<file path="config.mk">
export PLATFORM = sky130hd
export DESIGN_NAME = lba_to_chs_converter
export DESIGN_NICKNAME = d
export VERILOG_FILES = /design/src/l2c_pkg.sv /design/src/lba_to_chs_converter.sv
export SDC_FILE = /design/constraint.sdc
export NUM_CORES = 1
export LEC_CHECK = 0
export ABC_AREA = 1
export BUFFER_PORTS_ARGS = -buffer_cell sky130_fd_sc_hd__buf_2
export CAP_MARGIN = 10
export CORE_ASPECT_RATIO = 1.25
export CORE_UTILIZATION = 55
export DETAILED_ROUTE_END_ITERATION = 10
export HOLD_SLACK_MARGIN = 0.03
export PLACE_DENSITY = 0.72
export SYNTH_ARGS = -nofsm -noshare
export SYNTH_HDL_FRONTEND = slang
export SYNTH_SLANG_ARGS = --single-unit
</file>
<file path="constraint.sdc">
create_clock -name clk -period 15.65 [get_ports clk]
set_input_delay 0.7825 -clock clk [delete_from_list [all_inputs] [get_ports clk]]
set_output_delay 0.7825 -clock clk [all_outputs]
set_load 0.05 [all_outputs]
</file>
<file path="src/l2c_pkg.sv">
// Package for the block-address to cylinder/head/sector converter: widths, types, divide step.
package l2c_pkg;

  localparam int ADDR_W    = 16;
  localparam int SPT_W     = 6;
  localparam int HEADS_W   = 8;
  localparam int CYL_W     = 16;
  localparam int CFG_W     = 8;
  localparam int IN_DATA_W = 16;
  localparam int OUT_DATA_W = 32;

  // Quotient bits resolved per pipeline stage
  localparam int BITS_PER_STAGE = 4;
  localparam int DIV_STAGES     = ADDR_W / BITS_PER_STAGE;
  localparam int NUM_STAGES     = 2 * DIV_STAGES;

  localparam logic [SPT_W-1:0]   SPT_RESET   = SPT_W'(18);
  localparam logic [HEADS_W-1:0] HEADS_RESET = HEADS_W'(2);
  localparam logic [SPT_W-1:0]   SECTOR_BASE = SPT_W'(1);

  typedef enum logic [0:0] {
    REG_SECTORS_PER_TRACK = 1'b0,
    REG_HEAD_COUNT        = 1'b1
  } reg_index_t;

  // Partial quotient, running remainder and the sector found by the first divide
  typedef struct packed {
    logic [ADDR_W-1:0]  quo;
    logic [HEADS_W-1:0] rem;
    logic [SPT_W-1:0]   sector;
  } stage_t;

  // Restoring long division over BITS_PER_STAGE bits; divisor is never zero
  function automatic stage_t div_bits(stage_t s, logic [HEADS_W-1:0] divisor);
    logic [HEADS_W:0] trial;
    stage_t o;
    o = s;
    for (int i = 0; i < BITS_PER_STAGE; i++) begin
      trial = {o.rem, o.quo[ADDR_W-1]};
      o.quo = {o.quo[ADDR_W-2:0], 1'b0};
      if (trial >= {1'b0, divisor}) begin
        trial = trial - {1'b0, divisor};
        o.quo[0] = 1'b1;
      end
      o.rem = trial[HEADS_W-1:0];
    end
    return o;
  endfunction

endpackage

</file>
<file path="src/lba_to_chs_converter.sv">
// Top level: pipelined block-address to cylinder/head/sector converter.
//
//  channel | direction | fields (low bit first)
//  s_axis  | in        | tdata: block_address[15:0]
//  m_axis  | out       | tdata: head_number[7:0], cylinder_number[15:0], sector_number[5:0], pad
//  cfg     | in        | 0 sectors_per_track, 1 head_count
//
// Two long divisions (by sectors per track, then by head count) run in registered stages,
// four quotient bits per stage. One item enters every cycle unless a full pipeline is stalled.
// Each stage holds while the one after it is full and stalled; bubbles collapse.
// The last stage is the output register. Reset empties the pipeline and loads
// the registers with 18 sectors per track and 2 heads.
module lba_to_chs_converter (
  input  logic                            clk,
  input  logic                            rst,
  input  logic                            s_axis_tvalid,
  output logic                            s_axis_tready,
  input  logic [l2c_pkg::IN_DATA_W-1:0]   s_axis_tdata,   // block_address
  output logic                            m_axis_tvalid,
  input  logic                            m_axis_tready,
  output logic [l2c_pkg::OUT_DATA_W-1:0]  m_axis_tdata,   // head, cylinder, sector, zero pad
  input  logic                            cfg_we,
  input  logic [0:0]                      cfg_addr,
  input  logic [l2c_pkg::CFG_W-1:0]       cfg_wdata
);

  localparam int NS = l2c_pkg::NUM_STAGES;

  logic [l2c_pkg::SPT_W-1:0]   spt;
  logic [l2c_pkg::HEADS_W-1:0] heads;

  logic              valid [NS];
  l2c_pkg::stage_t   stage [NS];
  logic              rdy   [NS+1];
  l2c_pkg::stage_t   stage_in [NS];

  // Zero written to a register acts as one
  always_ff @(posedge clk) begin
    if (rst) begin
      spt   <= l2c_pkg::SPT_RESET;
      heads <= l2c_pkg::HEADS_RESET;
    end else if (cfg_we) begin
      unique case (l2c_pkg::reg_index_t'(cfg_addr))
        l2c_pkg::REG_SECTORS_PER_TRACK: begin
          spt <= (cfg_wdata[l2c_pkg::SPT_W-1:0] == '0) ? l2c_pkg::SPT_W'(1)
                                                        : cfg_wdata[l2c_pkg::SPT_W-1:0];
        end
        l2c_pkg::REG_HEAD_COUNT: begin
          heads <= (cfg_wdata == '0) ? l2c_pkg::HEADS_W'(1) : cfg_wdata;
        end
        default: ;
      endcase
    end
  end

  always_comb begin
    rdy[NS] = m_axis_tready;
    for (int k = NS - 1; k >= 0; k--) begin
      rdy[k] = !valid[k] || rdy[k+1];
    end
  end

  assign s_axis_tready = rdy[0];

  always_comb begin
    stage_in[0] = l2c_pkg::div_bits(
      '{quo: s_axis_tdata[l2c_pkg::ADDR_W-1:0], rem: '0, sector: '0},
      {2'b00, spt});
    for (int k = 1; k < NS; k++) begin
      if (k < l2c_pkg::DIV_STAGES) begin
        stage_in[k] = l2c_pkg::div_bits(stage[k-1], {2'b00, spt});
      end else if (k == l2c_pkg::DIV_STAGES) begin
        // Track index becomes the next dividend; keep the sector
        stage_in[k] = l2c_pkg::div_bits(
          '{quo: stage[k-1].quo, rem: '0,
            sector: stage[k-1].rem[l2c_pkg::SPT_W-1:0] + l2c_pkg::SECTOR_BASE},
          heads);
      end else begin
        stage_in[k] = l2c_pkg::div_bits(stage[k-1], heads);
      end
    end
  end

  always_ff @(posedge clk) begin
    if (rst) begin
      for (int k = 0; k < NS; k++) begin
        valid[k] <= 1'b0;
      end
    end else begin
      if (rdy[0]) begin
        valid[0] <= s_axis_tvalid;
      end
      for (int k = 1; k < NS; k++) begin
        if (rdy[k]) begin
          valid[k] <= valid[k-1];
        end
      end
    end
  end

  always_ff @(posedge clk) begin
    for (int k = 0; k < NS; k++) begin
      if (rdy[k]) begin
        stage[k] <= stage_in[k];
      end
    end
  end

  assign m_axis_tvalid = valid[NS-1];
  assign m_axis_tdata  = {2'b00, stage[NS-1].sector,
                          stage[NS-1].quo[l2c_pkg::CYL_W-1:0], stage[NS-1].rem};

endmodule

</file>
==> results.yml <==
place:
  port_buffers: 61
  dp_slack_ns: 6.960
  gp_congestion: 0.9258
  dp_hpwl_um: 34560
  place_inst: 2897
  dpl-instance-area_mm2: 0.02052
sta:
  hold_viol_final: 0
  fmax_ghz: 0.1125
  rsz0062_at_grt: "no"
  finalSetupTns_ns: 0
  finalCritPeriodShare: 0.5680
  worst_slew_pin_slew_ns: 0.9817
  fin_ws_ns: 6.760
  maxSlewViolCount: 0
  clock_skew_ns: 0.01391
  setup_violations: 0
  slew_headroom: 0.3448
  fin_crit_ns: 8.890
setup_path:
  arrival_ns: 9.29
  cp-start-kind: "flop"
  r2r_slack_ns: 6.76
  crit_type: "reg -> reg"
  critPathBufInv: 5
  cpMostUsedCell: "nand2_1"
  cp_max_fo: 16
  path_delay_family: "compound AO/OA/AOI/OAI gates"
  cpMaxStageDelayCell: "o21ai_0"
  slowest_delay_ns: 0.59
  cp_data_required_time_ns: 16.05
  worstSetupEndpointType: "flop"
routing:
  drt_pass1_iterations: 5
  dr_total_vias: 15981
  postRouteAntennaNets: 0
  drtIter0Drc: 856
  wl_per_cell_um: 15.37
  drc_errors: 0
  drt_wl_total_um: 45240
  viasPerCell: 5.428
layout:
  final_cells: 2944
  syn2layout_area_growth_pct: 7.925
  final_cell_mix: "nand2_1, inv_1, edfxtp_1"
  drive_gt1_frac: 0.09514
  nNetsFinal: 2726
  n_antenna_cell: 0
  fin_area_mm2: 0.02137
  final_common_cell: "nand2_1"
floorplanning:
  die-area_mm2: 0.03677
  io_pins: 64
  core_region_area_mm2: 0.03545
  die_w_um: 171.7
  fp-row-count: 77
  die_y_um: 214.1
  initial_utilization: 0.5584
run_status:
  outcome: "complete, no violations"
cts:
  cts_buffers: 26
  tritoncts: "done"
  clock_latency_ns: 0.55
  clock_path_buffers: 3
  clkSinkCount: 236
  holdBufCountCts: 0
  cts_resized: 0
  htreeDepth: 1
  post-cts-setup-buffers: 0
  cts.clk_slew.worst_paths_ns: 0.06
  clockRootBuffer: "clkbuf_16"
global_routing:
  grt_pass1_wl_um: 75210
  grt_max_degree: 32
  antenna_found_initial: 0
  grt_usage: 0.2543
  grt_overflow: 0
  grt_pass1_vias: 15950
min_path:
  hold_path_class: "in -> reg"
logic_synthesis:
  synthArstFlopShare: 0
  ys_ff_latch: 236
  seq_area_frac_synth: 0.3509
  synthFlopType: "edfxtp_1"
  ys_warn_count: 0
  synthCells: 2389
  ys_types: 54
  synth_edf_count: 222
  avgSynthCellArea_um2: 8.288
  synth_area_mm2: 0.01980
run:
  maxCapViolCount: 0
==> stage by stage <==
stage | hold slack, ns | utilization
finish | 0.4067 | 0.6027
detailed placement | 0.4045 | 0.5789
global placement | 0.4006 | 0.5789
global route | 0.3866 | 0.6027
floorplan | 0.4003 | -
CTS | 0.3785 | 0.6027
==> path summary, 6_finish.rpt <==
path / startpoint / cells after the start / to
worst max-delay path: heads[0]$_SDFFE_PP0P_ / 48 / stage[1][12]$_DFFE_PP_
worst min-delay path: s_axis_tdata[3] / 1 / stage[0][21]$_DFFE_PP_
worst max register to register: heads[0]$_SDFFE_PP0P_ / 48 / stage[1][12]$_DFFE_PP_
worst min register to register: stage[0][110]$_DFFE_PP_ / 0 / stage[1][24]$_DFFE_PP_
==> state kept, by name, indices dropped and copies added (netlist names) <==
register	flops
stage	214
heads	8
valid	8
spt	6
==> routing by layer <==
layer,track usage,up-vias,wire (um)
met1,0.2869,7289,18190
met5,0,-,0
li1,-,8152,-
met2,0.4611,372,22830
met4,0.1286,0,2379
met3,0.03378,168,1836
==> cells in the mapped netlist, types with 12 or more instances <==
cell type  instances  area share
nor3_1            19      0.0048
inv_2             13      0.0025
nand4_1           50       0.016
xor2_1            93       0.041
nand3_2           15      0.0076
nor2_4            16      0.0091
inv_1            323       0.061
ha_1             215        0.14
a21oi_1          173       0.044
xnor2_1           46       0.020
or2_2             15      0.0047
fa_1              30       0.030
nand2_1          546        0.10
o21ai_0          142       0.036
buf_2             12      0.0030
o21ai_1           12      0.0030
nor2_1           138       0.026
edfxtp_1         222        0.34
nand2_2           14      0.0044
nor2_2            14      0.0044
nand3_1          116       0.029
buf_4             33       0.013
dfxtp_1           14       0.014
o21bai_1          14      0.0053
==> worst reg2reg max path, delay by kind of cell (launching register included) <==
kind,cells,cell delay (ns)
flops,1,0.56
buf+inv,5,1.01
fa+ha+maj,5,1.44
compound gates,16,3.13
simple gates,22,2.62
==> cell type report <==
cell class / count / area, um2
Fill cell: 3173 / 14090
Clock inverter: 18 / 160.2
Sequential cell: 236 / 6947
Inverter: 336 / 1261
Clock buffer: 29 / 683.2
Tap cell: 474 / 593.1
Multi-Input combinational cell: 1768 / 11250
Timing Repair Buffer: 83 / 470.5
==> kinds of logic (layout without fill, tap and decap cells) <==
kind of cell | count (synthesis) | in the layout | share of synthesized area
other | 1 | 2 | 0.0001894
multiplexers | 2 | 2 | 0.001137
AO/OA/AOI/OAI | 389 | 389 | 0.1067
XOR/XNOR | 139 | 139 | 0.06149
buffers and inverters | 386 | 466 | 0.08095
adder cells (fa/ha/maj) | 245 | 245 | 0.1662
flip-flops | 236 | 236 | 0.3509
AND/OR/NAND/NOR | 991 | 991 | 0.2325
Power is left out: the tool's default activity adds up to more than one toggle a clock period on the data nets, which glitch-free logic cannot reach.
